## config.mk

```make
export PLATFORM = sky130hd
export DESIGN_NAME = wst_front
export DESIGN_NICKNAME = d
export VERILOG_FILES = /design/src/rtl/core/wst_pkg.sv /design/src/rtl/core/wst_front.sv
export SDC_FILE = /design/constraint.sdc
export NUM_CORES = 1
export LEC_CHECK = 0
export BUFFER_PORTS_ARGS = -buffer_cell sky130_fd_sc_hd__buf_4
export CAP_MARGIN = 20
export CORE_ASPECT_RATIO = 1.1
export CORE_MARGIN = 10
export CORE_UTILIZATION = 36
export DETAILED_ROUTE_END_ITERATION = 8
export GPL_TIMING_DRIVEN = 0
export MAX_ROUTING_LAYER = met4
export SYNTH_ARGS = -nofsm -noshare
export SYNTH_HDL_FRONTEND = slang
export SYNTH_SLANG_ARGS = --single-unit
```

## constraint.sdc

```tcl
create_clock -name clk -period 4.2 [get_ports clk]
set_clock_uncertainty 0.05 [all_clocks]
set_input_delay 0.63 -clock clk [delete_from_list [all_inputs] [get_ports clk]]
set_output_delay 0.63 -clock clk [all_outputs]
set_load 0.03 [all_outputs]
```

## src/rtl/core/wst_pkg.sv

```systemverilog
// ----------------------------------------------------------------------------
// wst_pkg
// Types and constants shared by the level tracker modules.
// ----------------------------------------------------------------------------
package wst_pkg;

  localparam int BINS      = 1024;
  localparam int TABLES    = 5;
  localparam int LVL_W     = 24;
  localparam int CNT_W     = $clog2(BINS + 1);
  localparam int IDX_W     = (BINS > 1) ? $clog2(BINS) : 1;
  localparam int ADDR_W    = $clog2(TABLES * BINS);
  localparam int QDEPTH    = 4;
  localparam int QPTR_W    = $clog2(QDEPTH);

  localparam logic [LVL_W-1:0] LEVEL_MAX = {LVL_W{1'b1}};

  typedef enum logic [1:0] {
    CMD_DATA  = 2'd0,
    CMD_WLOAD = 2'd1,
    CMD_NLOAD = 2'd2,
    CMD_CLEAR = 2'd3
  } cmd_t;

  typedef enum logic [2:0] {
    K_NOP,
    K_DATA,
    K_WLOAD,
    K_NLOAD,
    K_CLEAR
  } kind_t;

  localparam logic [2:0] CFG_MODE     = 3'd0;
  localparam logic [2:0] CFG_HF_COEF  = 3'd1;
  localparam logic [2:0] CFG_LFS_COEF = 3'd2;
  localparam logic [2:0] CFG_LFF_COEF = 3'd3;
  localparam logic [2:0] CFG_DECAY    = 3'd4;

  localparam logic [1:0] MODE_HF = 2'd1;
  localparam logic [1:0] MODE_LF = 2'd2;

  localparam logic [2:0] T_HFS = 3'd0;
  localparam logic [2:0] T_HFF = 3'd1;
  localparam logic [2:0] T_LFS = 3'd2;
  localparam logic [2:0] T_LFF = 3'd3;
  localparam logic [2:0] T_TRN = 3'd4;

  typedef struct packed {
    kind_t             kind;
    logic [2:0]        tsel;
    logic [9:0]        bidx;
    logic [31:0]       lval;
    logic [LVL_W-1:0]  stage;
    logic [LVL_W-1:0]  skew;
    logic              last;
  } qitem_t;

  typedef struct packed {
    logic   valid;
    qitem_t item;
  } qhead_t;

  typedef enum logic [3:0] {
    S_IDLE,
    S_RD,
    S_MUL1,
    S_MUL2,
    S_ACC,
    S_ROOT0,
    S_SQRT,
    S_NORM,
    S_LVL,
    S_DISP,
    S_P1,
    S_P2,
    S_TR1,
    S_TR2,
    S_NEXT,
    S_EMIT
  } bstate_t;

endpackage

```

## src/rtl/core/wst_front.sv

```systemverilog
// ----------------------------------------------------------------------------
// wst_front
// Accepts items, classifies the command and queues them for the back end.
// ----------------------------------------------------------------------------
module wst_front (
  input  logic                   clk,
  input  logic                   rst_n,
  input  logic                   push,
  output logic                   full,
  input  logic [1:0]             in_command,
  input  logic [2:0]             in_table_select,
  input  logic [9:0]             in_bin_index,
  input  logic [31:0]            in_load_value,
  input  logic [23:0]            in_stage_magnitude,
  input  logic [23:0]            in_skew_magnitude,
  input  logic                   in_last_bin,
  output wst_pkg::qhead_t        q_head,
  input  logic                   q_pop
);
  import wst_pkg::*;

  qitem_t              q_mem [QDEPTH];
  logic [QPTR_W-1:0]   wr_ptr_r, rd_ptr_r;
  logic [QPTR_W:0]     count_r;
  qitem_t              cls;
  logic                do_push, do_pop;

  always_comb begin
    cls.tsel  = in_table_select;
    cls.bidx  = in_bin_index;
    cls.lval  = in_load_value;
    cls.stage = in_stage_magnitude;
    cls.skew  = in_skew_magnitude;
    cls.last  = in_last_bin;
    unique case (cmd_t'(in_command))
      CMD_DATA:  cls.kind = K_DATA;
      CMD_WLOAD: cls.kind = (32'(in_table_select) < 32'(TABLES) &&
                             32'(in_bin_index) < 32'(BINS)) ? K_WLOAD : K_NOP;
      CMD_NLOAD: cls.kind = (32'(in_table_select) < 32'(TABLES)) ? K_NLOAD : K_NOP;
      CMD_CLEAR: cls.kind = K_CLEAR;
      default:   cls.kind = K_NOP;
    endcase
  end

  assign full         = (count_r == (QPTR_W+1)'(QDEPTH));
  assign do_push      = push && !full;
  assign do_pop       = q_pop && (count_r != '0);
  assign q_head.valid = (count_r != '0);
  assign q_head.item  = q_mem[rd_ptr_r];

  always_ff @(posedge clk) begin
    if (do_push) begin
      q_mem[wr_ptr_r] <= cls;
    end
  end

  always_ff @(posedge clk) begin
    if (!rst_n) begin
      wr_ptr_r <= '0;
      rd_ptr_r <= '0;
      count_r  <= '0;
    end else begin
      if (do_push) wr_ptr_r <= wr_ptr_r + 1'b1;
      if (do_pop)  rd_ptr_r <= rd_ptr_r + 1'b1;
      count_r <= count_r + (QPTR_W+1)'(do_push) - (QPTR_W+1)'(do_pop);
    end
  end

endmodule

```

-- Yosys cells after proc, flatten, opt, wreduce, memory -nomap -nowiden
Memories as Yosys holds them, arrays and structs flattened. A register that Yosys moved wholly into a read port is not among the register bits.
Index checks and enable logic that the tools add are counted.
- ROM bits: 0
- memory bits (writable): 388
- word-level logic and storage cells: 25
- output and inout bits: 99
- bits in latches: 0
- register bits after elaboration: 7
- memories kept: 1
- bits of input ports: 100
- memory list (name ; words ; width ; rd ports ; clocked after Yosys merged registers in ; write ports ; RTL line ; RTL):
    q_mem ; 4 ; 97 ; 1 ; 1 ; 1 ; wst_front.sv:22 ; qitem_t q_mem [QDEPTH];
- div/mod/pow operators: 0
- shift operators: 0
- eq/ne operators: 4
- $mul: 0
- add/sub/neg operators: 4
- reductions and logical operators: 5
- magnitude comparators: 1
- bitwise operators: 0
- mux-type cells: 7
- operators with widths (kind ; number):
    $pmux 3 s4 ; 1
    $mux 2 ; 4
    $add 2x1->2 const B ; 2
    $eq 2x2->1 const B ; 2
    $add 3x1->3 ; 1
    $eq 3x3->1 const B ; 1
    $lt 3x3->1 const B ; 1
    $reduce_bool 3->1 ; 1
    $sub 3x1->3 ; 1
    $eq 2x1->1 const B ; 1
    $logic_and 1x1->1 ; 2
    $logic_not 2->1 ; 1
    $mux 1 ; 2
    $logic_not 1->1 ; 1

-- Longest topological paths before layout
Gate-level depths: netlist (run 1).
- depth after elaboration: 5
- gate-level depth with buffers: 11
- gate-level depth less buffers: 10

-- Worst setup path after synthesis (run 1)
OpenSTA, ideal clock, no wires.
- path type: input-to-reg
- from: input push
- to: memory q_mem[2][0] (netlist name), enable pin
- arrival: 3256 ps
- data required time: 3683 ps
- path slack: 427 ps
- path buffers: 1
- cell stages on the path: 3
- setup time: 467 ps
- cell sequence: nor2b_1 -> clkbuf_1 -> and2_1
- longest elaborated chain between the ends: 3
- ends and longest elaborated chain (element ; RTL line ; RTL):
    start, declared ; wst_front.sv:8 ; input logic push,
    $logic_and 1x1->1 ; wst_front.sv:46 ; assign do_push = push && !full;
    $mux 1 ; wst_front.sv:52 ; if (do_push) begin
    $mux 1 (implied by the code) ; wst_front.sv:53 ; q_mem[wr_ptr_r] <= cls;
    end, declared ; wst_front.sv:22 ;
Every way passes these cells.

==> summary.txt, run 1 <==
Floorplanning
  – Die width: roughly 210 um
  – Rows: between 70 and 80
  – Core box area: around 40,000 um2
  – Ports: approximately 200
  – Die area: between 40,000 and 50,000 um2
  – Die Y: ~230 um
  – Starting Density: 0.3624

Place
  – Port Buffers: 197
  – Hpwl dp: roughly 18,000 um
  – Final Wtd Congestion: around 0.66
  – Placed Cells: 1,275
  – Cell Area, Placed: around 17,000 um2

Timing
  – Achievable Freq: 324.6 MHz
  – Final Max Tran Viols: 0
  – WHS: ~0.22 ns
  – Slew Limit Headroom: 0.4474
  – Tcrit/Tclk final: 0.7334
  – Endpoints failing hold: 0
  – RSZ-0062 raised after global routing: false
  – Min cycle time layout: 3.080 ns
  – Final setup viols: 0
  – Worst-margin pin slew: 0.8289 ns

Pwr
  – Clock network fraction of total power: 0.293
  – Register share of total power: 0.417
  – Internal power: 8207 uW
  – Logic gate share of total power: 0.290
  – Power per cell area: roughly 650 nW/um2
  – Net Sw Frac: 0.3002
  – P_sw: around 3500 uW
  – Max VDD drop: about 0.00044 V
  – Leak Pwr: 0.006009 uW

CTS
  – CTS buffer count: 42
  – Clock root buffer: clkbuf_16
  – H-tree Lvls: 2
  – CTS Hold Buffers Added: 0
  – Clk sinks: 397
  – Post-CTS sizing: 0
  – Worst-Skew Late Latency: 0.54 ns
  – Clock-pin slew on the worst setup and hold paths: roughly 0.06 ns
  – Clock Path Buffers: 3
  – CTS tree: yes
  – # Post-CTS Setup Buffers: 0

Cells and area
  – Fin area: 18,000 um2
  – Finished Layout Cells: about 1,300
  – Share of cells above drive strength 1: 0.4460
  – Most frequent cells in the layout: edfxtp_1 (388), buf_4 (197), mux4_2 (97)
  – Commonest non-fill, non-tap cell in the layout: edfxtp_1
  – Area Growth Syn to Fin: 24.24%
  – Nets: about 910

Global route
  – Largest net degree at the start of global routing: about 50
  – Initial antenna violation count: 1
  – Number of global-route vias before repair: 7,151
  – First-pass GRT wire length: 44,280 um
  – Tot GR Track Use: 0.1238
  – Grt ovf: 0

Synth
  – Post-synthesis register bit count: 397
  – Warnings from Yosys: 0
  – Post-Syn Area: 14,490 um2
  – Cell taking the most area after synthesis: edfxtp_1
  – Synth Instances: between 500 and 600
  – Post-synthesis sequential area ratio: 0.8164
  – Synthesized Nets: approximately 670
  – Yosys top cell area share: 0.8040
  – Synth Area per Inst: 25.83 um2
  – Unique masters post-synth: 23
  – Synth area leaders: edfxtp_1 (80%), mux4_2 (15%), dfxtp_1 (1.2%), ha_1 (0.52%), buf_8 (0.41%)

Critical path
  – Setup Crit Path Kind: flop to primary output
  – Critical path arrival: 2.40 ns
  – Crit path launch type: flop
  – CP Data Required Time: ~3.5 ns
  – Worst setup EP type: primary output
  – Crit Path Max Fanout: 10

Detailed routing
  – Number of DRC markers in iteration 0: around 360
  – DRC viols: 0
  – DRT Pass-1 Iters: 6
  – Post-route ant nets: 0
  – Routed vias: 6,453
  – Routed len/inst: approximately 22 um
  – Vias per cell: 4.787
  – Drt total wl: about 29,000 um

Job
  – Max-Cap Viols: 0

Hold path
  – Hold Path Class: input pin to flop

Status
  – Status: finished clean
-- kinds of logic (layout without fill, tap and decap cells) --
| group | count (synthesis) | count (layout) | share of synthesized area |
|---|---|---|---|
| mux | 99 | 99 | 0.1521 |
| simple gates | 19 | 19 | 0.007425 |
| buf+inv | 30 | 303 | 0.01235 |
| compound gates | 4 | 4 | 0.002072 |
| fa+ha+maj | 7 | 7 | 0.006562 |
| flops | 397 | 397 | 0.8164 |
| xor+xnor | 5 | 5 | 0.003022 |
| other cells | 0 | 1 | 0 |
-- state kept, by name, indices dropped and copies added (netlist names), named ones only --
register and flops:
q_mem 388, count_r 3, rd_ptr_r 2, wr_ptr_r 2
-- worst max-delay path, stage by stage (launching register included) --
cell,delay (ns)
dfxtp_1,0.30
buf_2,0.24
clkbuf_1,0.63
mux4_2,0.48
buf_4,0.20
-- synth_stat cells --
cell,instances
ha_1,6
o31a_1,1
buf_2,11
mux2i_1,2
nor2b_1,3
and2_1,9
edfxtp_1,388
buf_8,4
nor3b_1,1
mux4_2,97
xor2_1,1
o21a_1,1
clkbuf_1,8
dfxtp_1,9
nor2_1,1
o311ai_0,1
fa_1,1
or3_1,1
nand2_1,4
inv_1,6
xnor2_1,4
buf_6,1
a21oi_1,1
-- per-layer routing --
layer  wire length, um  track usage
met2             14600       0.1959
met3              2119      0.03971
met4               652      0.04520
met5                 0            -
met1             11900       0.1465
-- power groups by stage --
stage	sequential [uW]	combinational [uW]	clock, uW
after floorplan	4980	2230	0
after global placement	5040	3450	0
after detailed placement	4980	3510	0
after CTS	4900	3520	3540
after global routing	4930	3640	3700
final	4890	3400	3430
-- layout make-up --
cell class | count | area [um2]
diodes | 1 | 2.502
well taps | 513 | 641.9
inverters | 6 | 22.52
clock inverters | 25 | 177.7
plain buffers | 24 | 156.4
fillers | 3350 | 21980
flip-flops and latches | 397 | 11830
multi-input cells | 134 | 2491
repair buffers | 201 | 1589
clock buffers | 47 | 1091
-- stage by stage --
stage / TNS, ns / power, uW / utilization / worst slack (ns)
2_1_floorplan: 0 / 7218 / - / 0.4272
3_3_place_gp: -652.77 / 8496 / 0.4155 / -1.775
3_5_place_dp: 0 / 8490 / 0.4185 / 1.429
4_1_cts: 0 / 11960 / 0.4502 / 1.045
5_1_grt: 0 / 12270 / 0.4503 / 1.013
6_report: 0 / 11730 / 0.4503 / 1.120
-- final timing paths --
check / startpoint / end / slack, ns / cells past startpoint
max: flop / q_head[7] / 1.12 / 4
min: in_skew_magnitude[14] / q_mem[1][15] / 0.22 / 1
min reg2reg: wr_ptr_r[1] / wr_ptr_r[1] / 0.45 / 2
max reg2reg: count_r[1] / count_r[2] / 1.64 / 11
No activity file was read; power rests on OpenSTA's default activity.
==> run 2, diff against run 1 <==
ABC_AREA = 1   (was not set)
clock period = 3 ns   (was 4.2 ns; I/O delays follow)
==> run 2 against run 1 <==
Final cell count grew 34%. Utilization grew 1.1 points. Global-route usage grew 3.2 points. Synthesized cell count grew 80%. Critical path type unchanged. Critical endpoint is now q_head[95].
==> summary.txt, run 2 <==
Synth
  – Largest family of logic cells by synthesized area: compound AO/OA/AOI/OAI gates
  – Cell taking the most area after synthesis: edfxtp_1
  – Yosys top cell area share: 0.7848
  – Mux contribution to synthesized area: 0
  – Synth Area per Inst: between 10 and 15 um2
  – Adder-Cell Fraction of Synth Area: 0.006405
  – Post-synthesis sequential area ratio: 0.7969
  – Most numerous cell in the Yosys netlist: edfxtp_1
  – Synth area leaders: edfxtp_1 (78%), nor2_1 (5.2%), o21ai_0 (4.4%), o22ai_1 (4.1%), o21ai_1 (2.1%)
  – Most frequent cells after synthesis: edfxtp_1 (388), nor2_1 (206), o21ai_0 (131), o22ai_1 (97), o21ai_1 (63)
  – Post-Syn Area: around 15,000 um2
  – Unique masters post-synth: 21
  – Synth Instances: ~1,000
  – Post-synth ARST share: 0
  – Main synth FF type: edfxtp_1
  – Warnings from Yosys: 0
  – Simple-gate share of the synthesized area: 0.05756
  – Post-synthesis register bit count: between 300 and 400
  – Number of synthesized flops with an enable pin: between 300 and 400
  – Synth Area in Compound Gates: 0.1093
  – Synthesized Nets: 1,116
  – Xor and xnor area share after synthesis: 0

Cells and area
  – Fin util: 0.4617
  – Multi-input gate area: around 2600 um2
  – Max reg flops: between 300 and 400
  – Regs by FF count: q_mem: 388 flops, count_r: 3 flops
  – Share of cells above drive strength 1: 0.2510
  – Nets: around 1,400
  – Fillers: 3,607
  – Most frequent cells in the layout: edfxtp_1 (388), nor2_1 (202), buf_4 (198)
  – Finished Layout Cells: around 1,800
  – Area Growth Syn to Fin: 25.83%
  – Commonest non-fill, non-tap cell in the layout: edfxtp_1
  – FF+latch area: roughly 12,000 um2
  – Largest reg by FF count: q_mem

Floorplanning
  – Die Y: roughly 230 um
  – Die area: between 40,000 and 50,000 um2
  – Rows: a little under 80
  – Die width: 213.6 um
  – Core box area: 40,460 um2
  – Ports: approximately 200
  – Starting Density: 0.3669

Timing
  – Endpoints failing hold: 0
  – Min cycle time layout: between 2 and 3 ns
  – Achievable Freq: between 300 and 400 MHz
  – RSZ-0062 raised after global routing: false
  – Final WS setup: roughly 0.14 ns
  – Final setup viols: 0
  – Final Max Tran Viols: 0
  – Worst-margin pin slew: a little under 0.9 ns
  – Slew Limit Headroom: 0.4154
  – Tcrit/Tclk final: 0.9531
  – WHS: roughly 0.038 ns

Place
  – Placed Cells: between 1,500 and 2,000
  – Hpwl dp: 24,620 um
  – Pre-CTS setup slack: ~0.37 ns
  – Final Wtd Congestion: between 0.7 and 0.8
  – Port Buffers: 198

Hold path
  – Hold path depth: 1
  – Hold Path Class: input pin to flop

Pwr
  – Logic gate share of total power: 0.298
  – Pwr Total: roughly 17,000 uW
  – Power per cell area: 920.6 nW/um2
  – Register share of total power: 0.401
  – P_sw: roughly 5700 uW
  – Clock network fraction of total power: 0.302
  – Net Sw Frac: 0.3334
  – Max VDD drop: between 0.0007 and 0.0008 V
  – Internal power: between 10,000 and 15,000 uW
  – Leak Pwr: roughly 0.0066 uW

Detailed routing
  – Uppermost layer routed: met4
  – Routed vias: between 9,000 and 10,000
  – Post-route ant nets: 0
  – DRT Pass-1 Iters: 5
  – Met3 WL post-DR: approximately 2600 um
  – Vias per cell: 5.052
  – DR WL met2: 18,840 um
  – DRC viols: 0
  – Metal1 wirelength: approximately 16,000 um
  – Number of DRC markers in iteration 0: 670
  – Drt total wl: around 38,000 um
  – Routed len/inst: 21.08 um

Global route
  – First-pass GRT wire length: around 57,000 um
  – Grt ovf: 0
  – Initial antenna violation count: 1
  – Number of global-route vias before repair: ~9,500
  – Largest net degree at the start of global routing: 28
  – Tot GR Track Use: 0.1557

Critical path
  – CP Data Required Time: ~2.5 ns
  – Setup Crit Path Kind: flop to primary output
  – R2R cell count: 6
  – Crit path launch type: flop
  – Worst setup EP type: primary output
  – Critical path arrival: 2.36 ns
  – Crit Path Max Fanout: 19

Status
  – Status: finished clean

CTS
  – CTS buffer count: 43
  – Worst-Skew Late Latency: 0.56 ns
  – CTS tree: yes
  – Clk sinks: about 400
  – Clock-pin slew on the worst setup and hold paths: 0.06 ns
  – H-tree Lvls: 2
  – Clock Path Buffers: 3
  – Clock root buffer: clkbuf_16

Job
  – Max-Cap Viols: 0
run 2: worst paths after layout:
path,slack (ns),startpoint,endpoint
max,0.14,flop,q_head[95]
min,0.04,in_stage_magnitude[15],q_mem[0][40]
max reg2reg,0.50,count_r[1],q_mem[1][67]
min reg2reg,0.44,rd_ptr_r[0],rd_ptr_r[0]
run 2: worst max-delay path, cell delays in order (launching register included):
cell,delay [ns]
dfxtp_2,0.43
inv_2,0.25
buf_6,0.24
clkbuf_2,0.29
o21ai_1,0.11
o22ai_1,0.24
buf_4,0.23
run 2: cells by family after synthesis:
family,after synthesis
DFF,397
AOI/OAI and AO/OA,299
and+or+nand+nor,226
buffers and inverters,80
adders and majority gates,7
run 2: through the flow:
step                instance area [um2]  TNS [ns]
finish                            18680         0
global route                      18680         0
CTS                               18680         0
detailed placement                17290         0
global placement                  16990  -1154.54
floorplan                         14860   -278.82
run 2: power groups by stage:
stage / Clock (uW) / Sequential [uW] / Combinational, uW
finish: 5190 / 6890 / 5120
detailed placement: 0 / 7010 / 5230
CTS: 5320 / 6890 / 5240
global placement: 0 / 7110 / 5030
global route: 5540 / 6930 / 5530
floorplan: 0 / 7020 / 2980
run 2: per-layer routing:
metal | up-vias | global-route usage
met5 | - | -
met4 | 0 | 0.05165
met3 | 57 | 0.03536
met2 | 301 | 0.2533
met1 | 4488 | 0.1884
li1 | 4313 | -
run 2: final cells by class:
class | instances | area share
antenna | 1 | 0.0001339
buffer | 61 | 0.02009
sequential | 397 | 0.6334
inverter | 18 | 0.003751
tap | 513 | 0.03436
timing repair buffer | 213 | 0.09510
clock buffer | 53 | 0.05961
clock inverter | 25 | 0.01420
multi-input combinational | 532 | 0.1393
run 2: timing repair:
item / in CTS / in global routing
pin swaps: 0 / 0
hold endpoints to repair: 3 / 0
hold buffers: 1 / 0
resized for setup: 5 / 3
setup endpoints to repair: 51 / 17
buffers inserted: 0 / 0
==> run 3, diff against run 2 <==
ABC_AREA = not set   (was 1)
ABC_CLOCK_PERIOD_IN_PS = 3000   (was not set)
==> run 3 against run 2 <==
Fmax up 1.3%. Clock-buffer cell count unchanged. Non-clock buffer count down 44. First-iteration DRC count down 52%. Sequential share of layout area up 1.7 points. Setup slack better by 0.037 ns. Die area down 2.2%. Critical path type unchanged. Largest cell class unchanged. Largest power group unchanged.
==> summary.txt, run 3 (same netlist as run 1, synthesis figures left out) <==
Status
  – Status: finished clean

Pwr
  – Logic gate share of total power: 0.289
  – Net Sw Frac: 0.2980
  – Power per cell area: between 900 and 1000 nW/um2
  – Register share of total power: 0.410
  – Internal power: 11,730 uW
  – P_sw: between 4000 and 5000 uW
  – Max VDD drop: about 0.00055 V
  – Leak Pwr: between 0.006 and 0.007 uW
  – Clock network fraction of total power: 0.301

Global route
  – Initial antenna violation count: 2
  – Grt ovf: 0
  – First-pass GRT wire length: 45,240 um
  – Number of global-route vias before repair: a little over 7,000
  – Tot GR Track Use: 0.1276
  – Largest net degree at the start of global routing: 51

Detailed routing
  – Routed len/inst: approximately 22 um
  – Post-route ant nets: 0
  – DRT Pass-1 Iters: 6
  – DRC viols: 0
  – Vias per cell: ~4.8
  – Routed vias: between 6,000 and 7,000
  – Drt total wl: 30,020 um
  – Number of DRC markers in iteration 0: 319

Job
  – Max-Cap Viols: 0

Cells and area
  – Nets: slightly above 900
  – Fillers: ~3,400
  – Regs by FF count: q_mem: 388 flops, count_r: 3 flops
  – Fin area: ~18,000 um2
  – Finished Layout Cells: ~1,400
  – Share of cells above drive strength 1: 0.4479
  – Most frequent cells in the layout: edfxtp_1 (388), buf_4 (198), mux4_2 (97)
  – Commonest non-fill, non-tap cell in the layout: edfxtp_1
  – Largest reg by FF count: q_mem
  – Max reg flops: between 300 and 400
  – Area Growth Syn to Fin: 25.57%

Hold path
  – Hold path depth: 1
  – Hold Path Class: input pin to flop

Floorplanning
  – Starting Density: 0.3624
  – Rows: just under 80
  – Ports: between 150 and 200
  – Core box area: approximately 40,000 um2
  – Die width: 211.3 um
  – Die area: between 40,000 and 50,000 um2
  – Die Y: between 200 and 250 um

Place
  – Final Wtd Congestion: roughly 0.65
  – Pre-CTS setup slack: 0.3885 ns
  – Hpwl dp: about 19,000 um
  – Placed Cells: between 1,000 and 1,500
  – Port Buffers: about 200
  – Cell Area, Placed: approximately 17,000 um2

CTS
  – CTS tree: yes
  – Clock Path Buffers: 3
  – Worst-Skew Late Latency: roughly 0.55 ns
  – CTS buffer count: 43
  – H-tree Lvls: 2
  – Clock root buffer: clkbuf_16
  – Clock-pin slew on the worst setup and hold paths: 0.06 ns
  – Clk sinks: about 400

Critical path
  – Critical path arrival: ~2.3 ns
  – Worst Path Buf+Inv: 4
  – R2R cell count: 11
  – CP Data Required Time: approximately 2.5 ns
  – CP Cell Sequence: buf_2 > buf_2 > buf_2 > mux4_2 > buf_4
  – Crit path launch type: flop
  – Crit-path leading delay family: buffers and inverters
  – Slowest CP cell: mux4_2
  – Worst setup EP type: primary output
  – Worst R2R Setup Slack: 0.40 ns
  – Most common cell on crit path: buf_2
  – Crit Path Max Fanout: 10
  – Crit path depth: 5
  – Max incr delay on CP: approximately 0.37 ns
  – Setup Crit Path Kind: flop to primary output

Timing
  – RSZ-0062 raised after global routing: false
  – Final Max Tran Viols: 0
  – Final WS setup: ~0.18 ns
  – Achievable Freq: ~350 MHz
  – Endpoints failing hold: 0
  – Worst-margin pin slew: a little under 0.9 ns
  – Tcrit/Tclk final: 0.9407
  – Setup TNS: 0 ns
  – WHS: approximately 0.05 ns
  – Min cycle time layout: 2.822 ns
  – Final setup viols: 0
  – Slew Limit Headroom: 0.4113
run 3: cell count changes in the layout (fill, tap and decap cells not counted), moves of 9 or more:
| cell | previous run | this run |
|---|---|---|
| inv_1 | 16 | 6 |
| buf_6 | 15 | 1 |
| buf_12 | 14 | 1 |
| mux4_2 | 0 | 97 |
| nand2_1 | 15 | 4 |
| o21ai_1 | 63 | 0 |
| o21ai_0 | 131 | 0 |
| clkbuf_1 | 29 | 15 |
| buf_2 | 19 | 10 |
| nor2_1 | 202 | 1 |
| o22ai_1 | 97 | 0 |
run 3: final timing paths:
check	from	end
setup / recovery	flop	q_head[72]
hold / removal	in_stage_magnitude[17]	q_mem[0][42]
setup reg to reg	count_r[1]	count_r[2]
hold reg to reg	wr_ptr_r[1]	wr_ptr_r[1]
run 3: area by class of cell:
type	count	area (um2)	share of cell area
Inverter	6	22.52	0.001238
Timing Repair Buffer	206	1684	0.09255
Sequential cell	397	11830	0.6502
Buffer	24	165.2	0.009077
Clock buffer	53	1156	0.06354
Antenna cell	2	5.005	0.0002750
Clock inverter	24	198.9	0.01093
Multi-Input combinational cell	134	2491	0.1369
Tap cell	513	641.9	0.03527
run 3: power by group through the flow:
stage	clock network (uW)	registers [uW]	logic, uW
3_5_place_dp	0	6970	4950
4_1_cts	5220	6850	4970
5_1_grt	5420	6890	5150
2_1_floorplan	0	6950	3130
3_3_place_gp	0	7000	4850
6_report	5040	6850	4820
run 3: repair_timing:
action | in CTS | in global routing
endpoints found under the hold margin | 3 | 0
setup buffers | 0 | 0
hold buffers | 2 | 0
resized for setup | 1 | 2
setup endpoints to repair | 1 | 1
run 3: per-layer routing:
metal,part of all wire,GRT usage
met4,0.021,0.03665
met5,0,-
met3,0.065,0.03984
met1,0.42,0.1570
met2,0.49,0.2002
run 3: metrics by stage:
stage,util,power (uW)
after global placement,0.4156,11850
final,0.4551,16710
after global routing,0.4551,17470
after detailed placement,0.4204,11920
after CTS,0.4548,17040
after floorplan,-,10080
